===== src/rtl/mbrtu_pkg.sv =====
package mbrtu_pkg;

  // Item on the request channel
  typedef struct packed {
    logic [7:0] rx_byte;
    logic       frame_end;
  } in_item_t;

  // Item on the response channel
  typedef struct packed {
    logic [7:0] tx_byte;
    logic       tx_last;
  } out_item_t;

  // Function codes
  localparam logic [7:0] FN_RD_COILS = 8'd1;
  localparam logic [7:0] FN_RD_DISC  = 8'd2;
  localparam logic [7:0] FN_RD_HOLD  = 8'd3;
  localparam logic [7:0] FN_RD_INPUT = 8'd4;
  localparam logic [7:0] FN_WR_COIL  = 8'd5;
  localparam logic [7:0] FN_WR_REG   = 8'd6;
  localparam logic [7:0] FN_WR_COILS = 8'd15;
  localparam logic [7:0] FN_WR_REGS  = 8'd16;

  // Exception codes
  localparam logic [7:0] EXC_ILLEGAL_FN    = 8'h01;
  localparam logic [7:0] EXC_ILLEGAL_ADDR  = 8'h02;
  localparam logic [7:0] EXC_ILLEGAL_VALUE = 8'h03;
  localparam logic [7:0] EXC_FLAG          = 8'h80;

  localparam logic [7:0]  COIL_ON      = 8'hFF;
  localparam logic [15:0] CRC_INIT     = 16'hFFFF;
  localparam logic [15:0] CRC_POLY     = 16'hA001;
  localparam logic [15:0] INREG_OFFSET = 16'd100;
  localparam logic [15:0] PROC_WORD    = 16'd1111;
  localparam int unsigned FIXED_LEN    = 8;
  localparam int unsigned HDR_BYTES    = 7;

  // Controller states
  typedef enum logic [2:0] {
    ST_RECV,
    ST_HDR,
    ST_DECIDE,
    ST_WR_ADDR,
    ST_WR_DATA,
    ST_RESP
  } state_e;

  // Response kinds
  typedef enum logic [2:0] {
    RK_NONE,
    RK_EXC,
    RK_ECHO,
    RK_BITS,
    RK_WORDS
  } resp_kind_e;

  typedef struct packed {
    logic rx_en;
    logic hdr_step;
    logic decide;
    logic wr_addr;
    logic wr_data;
    logic resp_step;
  } cmd_t;

  typedef struct packed {
    logic frame_done;
    logic hdr_done;
    logic dec_none;
    logic dec_write;
    logic wr_last;
    logic resp_end;
  } status_t;

  // CRC-16 over one byte, reflected polynomial
  function automatic logic [15:0] crc_byte(input logic [15:0] crc, input logic [7:0] b);
    logic [15:0] c;
    c = crc ^ {8'h00, b};
    for (int k = 0; k < 8; k++) begin
      c = c[0] ? ((c >> 1) ^ CRC_POLY) : (c >> 1);
    end
    return c;
  endfunction

endpackage


===== src/rtl/modbus_rtu_slave_register_map.sv =====
// Modbus RTU slave with a small register map.
// Request channel: in_valid_i / in_stall_o carry one frame byte per item,
// with frame_end set on the last byte. Bytes are taken one per cycle while
// a frame is being received; in_stall_o rises once the frame end is taken.
// The frame is then checked (length, slave id, CRC) and served: the header is
// loaded from the frame store and decoded, and for multi-write functions each
// data byte is read and then written, all paced by the single read port of
// the frame store. The response then streams out one byte per cycle on
// out_valid_o / out_stall_i, CRC low byte then high byte, tx_last on the
// final byte. A stall on the output holds the byte in the output register
// and pauses the stream. Frames that get no answer return to receive right
// after decode. Configuration: cfg_valid_i / cfg_ready_o write slave_id;
// cfg_ready_o is always high.
// Reset: slave_id is 1, coils are set at even addresses, holding registers
// hold four times their address, counters are zero, the frame is empty.
module modbus_rtu_slave_register_map
  import mbrtu_pkg::*;
#(
  parameter int unsigned FRAME_BYTES    = 256,
  parameter int unsigned NUM_COILS      = 20,
  parameter int unsigned NUM_HOLDING    = 10,
  parameter int unsigned NUM_INPUT_REGS = 20,
  parameter int unsigned NUM_DISCRETE   = 20
) (
  input  logic       clk_i,
  input  logic       rst_ni,
  input  logic       in_valid_i,
  output logic       in_stall_o,
  input  in_item_t   in_data_i,
  output logic       out_valid_o,
  input  logic       out_stall_i,
  output out_item_t  out_data_o,
  input  logic       cfg_valid_i,
  output logic       cfg_ready_o,
  input  logic [7:0] cfg_data_i
);

  cmd_t    cmd;
  status_t status;

  assign in_stall_o  = ~cmd.rx_en;
  assign cfg_ready_o = 1'b1;

  mbrtu_ctrl u_ctrl (
    .clk_i    (clk_i),
    .rst_ni   (rst_ni),
    .status_i (status),
    .cmd_o    (cmd)
  );

  mbrtu_dp #(
    .FRAME_BYTES    (FRAME_BYTES),
    .NUM_COILS      (NUM_COILS),
    .NUM_HOLDING    (NUM_HOLDING),
    .NUM_INPUT_REGS (NUM_INPUT_REGS),
    .NUM_DISCRETE   (NUM_DISCRETE)
  ) u_dp (
    .clk_i       (clk_i),
    .rst_ni      (rst_ni),
    .cmd_i       (cmd),
    .status_o    (status),
    .in_valid_i  (in_valid_i),
    .in_data_i   (in_data_i),
    .cfg_we_i    (cfg_valid_i && cfg_ready_o),
    .cfg_data_i  (cfg_data_i),
    .out_stall_i (out_stall_i),
    .out_valid_o (out_valid_o),
    .out_data_o  (out_data_o)
  );

endmodule


===== src/rtl/mbrtu_ctrl.sv =====
module mbrtu_ctrl
  import mbrtu_pkg::*;
(
  input  logic    clk_i,
  input  logic    rst_ni,
  input  status_t status_i,
  output cmd_t    cmd_o
);

  state_e state_q, state_d;

  // State register
  always_ff @(posedge clk_i or negedge rst_ni) begin
    if (!rst_ni) begin
      state_q <= ST_RECV;
    end else begin
      state_q <= state_d;
    end
  end

  // Next state and commands
  always_comb begin
    state_d = state_q;
    cmd_o   = '0;
    unique case (state_q)
      ST_RECV: begin
        cmd_o.rx_en = 1'b1;
        if (status_i.frame_done) state_d = ST_HDR;
      end
      ST_HDR: begin
        cmd_o.hdr_step = 1'b1;
        if (status_i.hdr_done) state_d = ST_DECIDE;
      end
      ST_DECIDE: begin
        cmd_o.decide = 1'b1;
        priority if (status_i.dec_none) state_d = ST_RECV;
        else if (status_i.dec_write)    state_d = ST_WR_ADDR;
        else                            state_d = ST_RESP;
      end
      ST_WR_ADDR: begin
        cmd_o.wr_addr = 1'b1;
        state_d       = ST_WR_DATA;
      end
      ST_WR_DATA: begin
        cmd_o.wr_data = 1'b1;
        state_d       = status_i.wr_last ? ST_RESP : ST_WR_ADDR;
      end
      ST_RESP: begin
        cmd_o.resp_step = 1'b1;
        if (status_i.resp_end) state_d = ST_RECV;
      end
      default: state_d = ST_RECV;
    endcase
  end

endmodule


===== src/rtl/mbrtu_dp.sv =====
module mbrtu_dp
  import mbrtu_pkg::*;
#(
  parameter int unsigned FRAME_BYTES    = 256,
  parameter int unsigned NUM_COILS      = 20,
  parameter int unsigned NUM_HOLDING    = 10,
  parameter int unsigned NUM_INPUT_REGS = 20,
  parameter int unsigned NUM_DISCRETE   = 20
) (
  input  logic      clk_i,
  input  logic      rst_ni,
  input  cmd_t      cmd_i,
  output status_t   status_o,
  input  logic      in_valid_i,
  input  in_item_t  in_data_i,
  input  logic      cfg_we_i,
  input  logic [7:0] cfg_data_i,
  input  logic      out_stall_i,
  output logic      out_valid_o,
  output out_item_t out_data_o
);

  localparam int unsigned AW  = $clog2(FRAME_BYTES);
  localparam int unsigned LW  = AW + 1;
  localparam int unsigned CIW = (NUM_COILS > 1) ? $clog2(NUM_COILS) : 1;
  localparam int unsigned HIW = (NUM_HOLDING > 1) ? $clog2(NUM_HOLDING) : 1;

  // Frame store and receive state
  logic [7:0]    mem [FRAME_BYTES];
  logic [7:0]    rd_q;
  logic [AW-1:0] rd_addr;
  logic [LW-1:0] len_q;
  logic [15:0]   rxcrc_q;
  logic [7:0]    slave_id_q;
  logic          rx_acc;

  // Header bytes 0..6
  logic [HDR_BYTES-1:0][7:0] h_q;
  logic [2:0]                hcnt_q;

  // Register map and statistics
  logic [NUM_COILS-1:0]         coils_q, coils_d;
  logic [NUM_HOLDING-1:0][15:0] hold_q, hold_d;
  logic [15:0] req_q, bin_q, bout_q, iw2_q;
  logic        seen_q;

  // Response and write-loop state
  resp_kind_e    kind_q;
  logic [7:0]    rcount_q;
  logic [8:0]    blen_q, idx_q;
  logic [15:0]   ptr_q, rem_q, txcrc_q;
  logic          aux_q, wregs_q, wph_q;
  logic [7:0]    hi_q;
  logic [AW-1:0] wptr_q;
  logic          tx_valid_q;
  out_item_t     tx_q;

  assign rx_acc = in_valid_i && cmd_i.rx_en;

  // Frame store: one write port, one registered read port
  always_comb begin
    priority if (cmd_i.hdr_step) rd_addr = AW'(hcnt_q);
    else                         rd_addr = wptr_q;
  end

  always_ff @(posedge clk_i) begin
    if (rx_acc && (len_q < LW'(FRAME_BYTES))) mem[len_q[AW-1:0]] <= in_data_i.rx_byte;
    if (cmd_i.hdr_step || cmd_i.wr_addr) rd_q <= mem[rd_addr];
  end

  // Decode of the finished frame
  logic [7:0]  fn;
  logic [15:0] a, n, a4;
  logic [16:0] nbytes;
  logic        crc_ok, len_ok;
  resp_kind_e  dkind;
  logic [7:0]  dcount;
  logic [15:0] dptr;
  logic        dwrite, daux, dset_coil, dset_hold;

  function automatic logic in_rng(input logic [15:0] off, input logic [15:0] cnt,
                                  input logic [16:0] size);
    return (17'(off) < size) && ((17'(off) + 17'(cnt)) <= size);
  endfunction

  always_comb begin
    fn        = h_q[1];
    a         = {h_q[2], h_q[3]};
    n         = {h_q[4], h_q[5]};
    a4        = a - INREG_OFFSET;
    nbytes    = (17'(n) + 17'd7) >> 3;
    crc_ok    = (len_q >= LW'(2)) && (rxcrc_q == 16'h0000);
    dkind     = RK_NONE;
    dcount    = EXC_ILLEGAL_FN;
    dptr      = a;
    dwrite    = 1'b0;
    daux      = 1'b0;
    dset_coil = 1'b0;
    dset_hold = 1'b0;
    len_ok    = 1'b1;
    if ((fn >= FN_RD_COILS) && (fn <= FN_WR_REG)) begin
      len_ok = (len_q == LW'(FIXED_LEN));
    end else if ((fn == FN_WR_COILS) || (fn == FN_WR_REGS)) begin
      len_ok = (10'(len_q) == (10'd9 + 10'(h_q[6])));
    end
    if (len_q >= LW'(2)) begin
      if (!len_ok) begin
        dkind  = RK_EXC;
        dcount = EXC_ILLEGAL_VALUE;
      end else if ((h_q[0] == slave_id_q) && crc_ok) begin
        dkind  = RK_EXC;
        dcount = EXC_ILLEGAL_FN;
        unique case (fn)
          FN_RD_COILS, FN_RD_DISC: begin
            daux = (fn == FN_RD_DISC);
            priority if (!in_rng(a, n, daux ? 17'(NUM_DISCRETE) : 17'(NUM_COILS)))
              dcount = EXC_ILLEGAL_ADDR;
            else if (n == 16'd0) dcount = EXC_ILLEGAL_VALUE;
            else begin
              dkind  = RK_BITS;
              dcount = nbytes[7:0];
            end
          end
          FN_RD_HOLD, FN_RD_INPUT: begin
            daux = (fn == FN_RD_INPUT);
            dptr = daux ? a4 : a;
            priority if (!in_rng(dptr, n,
                                 daux ? 17'(NUM_INPUT_REGS) : 17'(NUM_HOLDING)))
              dcount = EXC_ILLEGAL_ADDR;
            else if (n == 16'd0) dcount = EXC_ILLEGAL_VALUE;
            else begin
              dkind  = RK_WORDS;
              dcount = 8'(n << 1);
            end
          end
          FN_WR_COIL: begin
            priority if (!in_rng(a, 16'd1, 17'(NUM_COILS))) dcount = EXC_ILLEGAL_ADDR;
            else if (((h_q[4] == COIL_ON) || (h_q[4] == 8'h00)) && (h_q[5] == 8'h00)) begin
              dkind     = RK_ECHO;
              dset_coil = 1'b1;
            end else dcount = EXC_ILLEGAL_VALUE;
          end
          FN_WR_REG: begin
            if (!in_rng(a, 16'd1, 17'(NUM_HOLDING))) dcount = EXC_ILLEGAL_ADDR;
            else begin
              dkind     = RK_ECHO;
              dset_hold = 1'b1;
            end
          end
          FN_WR_COILS: begin
            priority if (!in_rng(a, n, 17'(NUM_COILS))) dcount = EXC_ILLEGAL_ADDR;
            else if ((n == 16'd0) || (17'(h_q[6]) != nbytes)) dcount = EXC_ILLEGAL_VALUE;
            else begin
              dkind  = RK_ECHO;
              dwrite = 1'b1;
            end
          end
          FN_WR_REGS: begin
            priority if (!in_rng(a, n, 17'(NUM_HOLDING))) dcount = EXC_ILLEGAL_ADDR;
            else if ((n == 16'd0) || (17'(h_q[6]) != (17'(n) << 1)))
              dcount = EXC_ILLEGAL_VALUE;
            else begin
              dkind  = RK_ECHO;
              dwrite = 1'b1;
            end
          end
          default: dcount = EXC_ILLEGAL_FN;
        endcase
      end
    end
  end

  // Coil and holding register updates
  always_comb begin
    logic [15:0] p;
    coils_d = coils_q;
    hold_d  = hold_q;
    p       = '0;
    if (cmd_i.decide && dset_coil) coils_d[a[CIW-1:0]] = (h_q[4] == COIL_ON);
    if (cmd_i.decide && dset_hold) hold_d[a[HIW-1:0]] = n;
    if (cmd_i.wr_data && !wregs_q) begin
      for (int j = 0; j < 8; j++) begin
        p = ptr_q + 16'(j);
        if ((16'(j) < rem_q) && (p < 16'(NUM_COILS))) coils_d[p[CIW-1:0]] = rd_q[j];
      end
    end
    if (cmd_i.wr_data && wregs_q && wph_q && (ptr_q < 16'(NUM_HOLDING)))
      hold_d[ptr_q[HIW-1:0]] = {hi_q, rd_q};
  end

  // Response byte selection
  logic [7:0]  data_byte, stream_byte, cur_byte;
  logic [15:0] word;
  logic        fire, stream;

  always_comb begin
    logic [15:0] p;
    logic        b;
    p           = '0;
    b           = 1'b0;
    stream_byte = '0;
    if (kind_q == RK_BITS) begin
      for (int j = 0; j < 8; j++) begin
        p = ptr_q + 16'(j);
        if (aux_q) begin
          priority if (p == 16'd0) b = req_q[0];
          else if (p == 16'd1)     b = bin_q[0];
          else if (p == 16'd2)     b = iw2_q[0];
          else if (p == 16'd13)    b = seen_q;
          else                     b = 1'b0;
        end else begin
          b = (p < 16'(NUM_COILS)) ? coils_q[p[CIW-1:0]] : 1'b0;
        end
        stream_byte[j] = (16'(j) < rem_q) && b;
      end
      word = '0;
    end else begin
      if (aux_q) begin
        priority if (ptr_q == 16'd0) word = req_q;
        else if (ptr_q == 16'd1)     word = bin_q;
        else if (ptr_q == 16'd2)     word = iw2_q;
        else if ((ptr_q >= 16'd13) && ptr_q[0] && (ptr_q < 16'(NUM_INPUT_REGS)))
          word = PROC_WORD;
        else word = '0;
      end else begin
        word = (ptr_q < 16'(NUM_HOLDING)) ? hold_q[ptr_q[HIW-1:0]] : '0;
      end
      stream_byte = wph_q ? word[7:0] : word[15:8];
    end
  end

  always_comb begin
    stream = (idx_q >= 9'd3) && ((kind_q == RK_BITS) || (kind_q == RK_WORDS));
    priority if (idx_q == 9'd0) data_byte = h_q[0];
    else if (idx_q == 9'd1)     data_byte = (kind_q == RK_EXC) ? (h_q[1] | EXC_FLAG) : h_q[1];
    else if (idx_q == 9'd2)     data_byte = (kind_q == RK_ECHO) ? h_q[2] : rcount_q;
    else if (kind_q == RK_ECHO) data_byte = h_q[idx_q[2:0]];
    else                        data_byte = stream_byte;
    priority if (idx_q < blen_q) cur_byte = data_byte;
    else if (idx_q == blen_q)    cur_byte = txcrc_q[7:0];
    else                         cur_byte = txcrc_q[15:8];
    fire = cmd_i.resp_step && (!tx_valid_q || !out_stall_i);
  end

  // Status to the controller
  always_comb begin
    status_o            = '0;
    status_o.frame_done = rx_acc && in_data_i.frame_end;
    status_o.hdr_done   = (hcnt_q == 3'(HDR_BYTES));
    status_o.dec_none   = (dkind == RK_NONE);
    status_o.dec_write  = dwrite;
    status_o.wr_last    = wregs_q ? (wph_q && (rem_q == 16'd1)) : (rem_q <= 16'd8);
    status_o.resp_end   = fire && (idx_q == (blen_q + 9'd1));
  end

  // Control and counter registers
  always_ff @(posedge clk_i or negedge rst_ni) begin
    if (!rst_ni) begin
      len_q      <= '0;
      rxcrc_q    <= CRC_INIT;
      slave_id_q <= 8'd1;
      hcnt_q     <= '0;
      req_q      <= '0;
      bin_q      <= '0;
      bout_q     <= '0;
      iw2_q      <= '0;
      seen_q     <= 1'b0;
      kind_q     <= RK_NONE;
      idx_q      <= '0;
      tx_valid_q <= 1'b0;
      for (int i = 0; i < NUM_COILS; i++) coils_q[i] <= ((i & 1) == 0);
      for (int i = 0; i < NUM_HOLDING; i++) hold_q[i] <= 16'(i * 4);
    end else begin
      coils_q <= coils_d;
      hold_q  <= hold_d;
      if (cfg_we_i) slave_id_q <= cfg_data_i;
      // receive
      if (rx_acc && (len_q < LW'(FRAME_BYTES))) begin
        len_q   <= len_q + LW'(1);
        rxcrc_q <= crc_byte(rxcrc_q, in_data_i.rx_byte);
      end
      // header load
      if (cmd_i.hdr_step) hcnt_q <= hcnt_q + 3'd1;
      // frame end bookkeeping
      if (cmd_i.decide) begin
        hcnt_q  <= '0;
        len_q   <= '0;
        rxcrc_q <= CRC_INIT;
        req_q   <= req_q + 16'd1;
        if (crc_ok) bin_q <= bin_q + (16'(len_q) - 16'd2);
        iw2_q   <= bout_q;
        seen_q  <= 1'b1;
        kind_q  <= dkind;
        idx_q   <= '0;
      end
      // response stream
      if (fire) begin
        idx_q <= idx_q + 9'd1;
        if (idx_q < blen_q) bout_q <= bout_q + 16'd1;
      end
      if (fire) tx_valid_q <= 1'b1;
      else if (!out_stall_i) tx_valid_q <= 1'b0;
    end
  end

  // Payload registers
  always_ff @(posedge clk_i) begin
    if (cmd_i.hdr_step && (hcnt_q != 3'd0))
      h_q[hcnt_q - 3'd1] <= (LW'(hcnt_q - 3'd1) < len_q) ? rd_q : 8'h00;
    if (cmd_i.decide) begin
      rcount_q <= dcount;
      blen_q   <= (dkind == RK_ECHO) ? 9'd6 : ((dkind == RK_EXC) ? 9'd3 : 9'd3 + 9'(dcount));
      ptr_q    <= dptr;
      rem_q    <= n;
      aux_q    <= daux;
      wregs_q  <= (fn == FN_WR_REGS);
      wph_q    <= 1'b0;
      wptr_q   <= AW'(HDR_BYTES);
      txcrc_q  <= CRC_INIT;
    end
    if (cmd_i.wr_data) begin
      wptr_q <= wptr_q + AW'(1);
      if (wregs_q) begin
        wph_q <= ~wph_q;
        if (!wph_q) hi_q <= rd_q;
        else begin
          ptr_q <= ptr_q + 16'd1;
          rem_q <= rem_q - 16'd1;
        end
      end else begin
        ptr_q <= ptr_q + 16'd8;
        rem_q <= rem_q - 16'd8;
      end
    end
    if (fire) begin
      tx_q.tx_byte <= cur_byte;
      tx_q.tx_last <= (idx_q == (blen_q + 9'd1));
      if (idx_q < blen_q) txcrc_q <= crc_byte(txcrc_q, cur_byte);
      if (stream) begin
        if (kind_q == RK_BITS) begin
          ptr_q <= ptr_q + 16'd8;
          rem_q <= rem_q - 16'd8;
        end else begin
          wph_q <= ~wph_q;
          if (wph_q) ptr_q <= ptr_q + 16'd1;
        end
      end
    end
  end

  assign out_valid_o = tx_valid_q;
  assign out_data_o  = tx_q;

endmodule


===== config.mk =====
export PLATFORM = sky130hd
export DESIGN_NAME = modbus_rtu_slave_register_map
export DESIGN_NICKNAME = d
export VERILOG_FILES = /design/src/rtl/mbrtu_pkg.sv /design/src/rtl/modbus_rtu_slave_register_map.sv /design/src/rtl/mbrtu_ctrl.sv /design/src/rtl/mbrtu_dp.sv
export SDC_FILE = /design/constraint.sdc
export NUM_CORES = 2
export LEC_CHECK = 0
export BUFFER_PORTS_ARGS = -buffer_cell sky130_fd_sc_hd__buf_2
export CORE_ASPECT_RATIO = 1.5
export CORE_MARGIN = 2
export CORE_UTILIZATION = 60
export CTS_BUF_LIST = sky130_fd_sc_hd__clkbuf_4
export DETAILED_ROUTE_END_ITERATION = 6
export MAX_ROUTING_LAYER = met4
export PLACE_DENSITY_LB_ADDON = 0.2
export SLEW_MARGIN = 10
export SYNTH_ARGS = -nofsm -noshare
export SYNTH_HDL_FRONTEND = slang
export SYNTH_SLANG_ARGS = --single-unit

===== constraint.sdc =====
create_clock -name clk_i -period 11.95 [get_ports clk_i]
set_clock_uncertainty 0.05 [all_clocks]
set_input_delay 0.5975 -clock clk_i [delete_from_list [all_inputs] [get_ports clk_i]]
set_output_delay 0.5975 -clock clk_i [all_outputs]
set_load 0.05 [all_outputs]

==> impl_metrics.ini <==
[run_status]
status = finished with violations
violations = DRC

[synthesis]
synth_top_cell_area_share_pct = 55.7
yosys_warnings = 0
async_flop_share_pct = 11.9
syn-cell-area_um2 = 117000
yosys-top-cells-area = edfxtp_1, mux4_2, dfrtp_1
synth.most_common_cell = edfxtp_1
ys_seq_area_share_pct = 62.9
synthTopCellsByCount = edfxtp_1, nor2_1, nand2_1
yosys_most_used_dff = edfxtp_1
synth_edf_count = 2162
synth_cells = 8294
synth_nets = 8441
synth_top_cell_by_area = edfxtp_1
synth_cell_types = 117
ys_ff_latch = 2502
syn_avg_cell_area_um2 = 14.0

[setup_path]
crit_end = u_dp.rd_q[7]$_DFFE_PP_
cp_max_fo = 102
cp-startpoint = u_ctrl.state_q[0]$_DFFE_PN0P_
reg2reg_from = u_ctrl.state_q[0]$_DFFE_PN0P_
r2r_cells = 13
r2r_slack_ps = 5070
critical_path_class = reg -> reg
required_ps = 12780
cp.arrival_ps = 7710
worstSetupStartpointType = flip-flop
end_kind = flip-flop
r2r_end = u_dp.rd_q[7]$_DFFE_PP_

[detailed_routing]
first_pass_iters = 7
wl_met3_mm = 30.2
drt-initial-drc-count = 8890
met2WireLength_mm = 188
wl_met1_mm = 120
ant_nets = 0
drt_wl_total_mm = 375
wire_per_inst_um = 32.3
vias_per_cell = 6.75
highest_layer = met4
num_vias = 78334
drc = 1

[die]
io_pins = 34
fp.dieH_um = 544
rows = 198
die_w_um = 364
core_um2 = 193000
fp.dieArea_um2 = 198000
start_util_pct = 60.2

[grt]
gr-total-overflow = 0
grt_pass1_vias = 79857
grt_pass1_wl_mm = 542
grtUsageTotal_pct = 39.3
grt_max_degree = 130
antenna_found_initial = 25

[timing]
setup_viol = 0
slew_violations = 0
fin_tns_setup_ps = 0
min_period_ps = 6880
fin_ws_ps = 5070
fmax_ghz = 0.145
finalHoldViolCount = 0
post-route-period-util_pct = 57.5
worst_pin_slew_ps = 1420
slew_headroom_pct = 4.77
grt_setup_unrepaired = false

[pwr]
powerDensity_nw_per_um2 = 135
ir_worst_vdd_mv = 0.121
power.total_mw = 17.1
power_leakage_nw = 45.1

[cells_and_area]
drive_gt1_share_pct = 21.1
fin_nets = 8718
areaGrowthSynthToFinish_pct = 9.23
final_cells = 11605

[clocking]
path_clk_slew_ps = 70
cts_setup_buffers = 0
cts_sinks = 2502
clock_latency_ps = 1240
cts_resized = 0
hold_buffers = 30
cts_tree = yes
clock-root-buffer = clkbuf_4
h-tree-depth = 6
ctsLongestPathBuffers = 4
cts_made_buffers = 587

[hold_path]
hold_path_class = in -> reg
hold_path_depth = 4

[placed_design]
gp_congestion = 1.06
pre_cts_slack_ps = 5190
place.port_buffers = 32
dp_cells = 10547
dp_hpwl_mm = 245

[run]
cap_violations = 0
## power breakdown
part	internal, mW	leakage (nW)	total, mW	switching (mW)
combinational	0.226	17.2	0.641	0.415
clock	3.56	4.41	6.88	3.32
sequential	9.54	23.5	9.62	0.0767
## how the worst min path moves through the flow
stage / from / slack (ps) / end
floorplan: rst_ni / 250 / u_ctrl.state_q[0]$_DFFE_PN0P_
CTS: out_stall_i / 210 / u_dp.out_valid_o$_DFFE_PN0P_
global route: out_stall_i / 270 / u_dp.out_valid_o$_DFFE_PN0P_
global placement: u_dp.txcrc_q[10]$_DFF_P_ / 390 / u_dp.txcrc_q[2]$_DFF_P_
detailed placement: u_dp.txcrc_q[9]$_DFF_P_ / 410 / u_dp.txcrc_q[1]$_DFF_P_
finish: out_stall_i / 280 / u_dp.out_valid_o$_DFFE_PN0P_
## logic make-up (layout without fill, tap and decap cells)
logic type / after synthesis / in the layout / synth area share (%)
flip-flops: 2502 / 2502 / 62.9
AND/OR/NAND/NOR: 2368 / 2368 / 9.44
AO/OA/AOI/OAI: 1461 / 1461 / 8.29
multiplexers: 890 / 890 / 13.6
buffers and inverters: 693 / 1381 / 2.41
XOR/XNOR: 251 / 251 / 1.97
adder cells (fa/ha/maj): 128 / 128 / 1.38
other: 1 / 24 / 0.00322
## registers in the layout, indices dropped and copies added (netlist names), 16 cells and up
name and count:
u_dp.mem 2048, u_dp.hold_q 160, u_dp.h_q 32, u_dp.coils_q 20
u_dp.a 16, u_dp.bin_q 16, u_dp.bout_q 16, u_dp.iw2_q 16
u_dp.ptr_q 16, u_dp.rem_q 16, u_dp.req_q 16, u_dp.rxcrc_q 16
u_dp.txcrc_q 16
## metal layers
layer,track usage (%),vias to the layer above
met1,41.2,38996
li1,-,33193
met4,32.4,0
met5,-,-
met2,63.7,4615
met3,8.62,1530
## per-stage QoR
| stage | cell area [um^2] | util, % | hold slack [ps] |
|---|---|---|---|
| floorplan | 117000 | - | 252 |
| global placement | 119000 | 61.7 | 388 |
| detailed placement | 119000 | 61.7 | 408 |
| CTS | 127000 | 65.7 | 214 |
| global route | 127000 | 65.8 | 273 |
| finish | 127000 | 65.8 | 279 |
## cell usage in the layout, fill, tap and decap left out, types with 91 or more instances in the layout
| cell type | count |
|---|---|
| buf_4 | 192 |
| clkinv_1 | 91 |
| dfrtp_1 | 255 |
| clkbuf_4 | 872 |
| nand2_1 | 700 |
| a21oi_1 | 408 |
| mux4_2 | 553 |
| inv_1 | 108 |
| o21ai_0 | 215 |
| nand3_1 | 203 |
| a31oi_1 | 109 |
| and2_1 | 144 |
| ha_1 | 122 |
| a211oi_1 | 226 |
| mux2i_1 | 304 |
| nor3_1 | 144 |
| edfxtp_1 | 2162 |
| nor2_1 | 746 |
| xnor2_1 | 174 |
## final cells by class
type                    instances  area, um^2
clock buffers                 872        6550
well taps                    2600        3250
flip-flops and latches       2502       73300
fillers                     13829       66200
diodes                         23        57.6
clock inverters               128         815
repair buffers                266        2240
multi-input cells            5099       40700
inverters                     115         434
## worst max-delay path, cell delays in order, from the launching register on
cell      delay, ps
dfrtp_1         440
nor2b_1         820
nor2b_1         850
mux2i_4         910
buf_12          530
buf_4           630
mux4_2          410
and2_1          170
a211oi_1        270
a211oi_1        160
a211oi_1        330
a211oi_1        100
a211oi_1        720
a21oi_1         110
No activity file was read; power rests on OpenSTA's default activity.
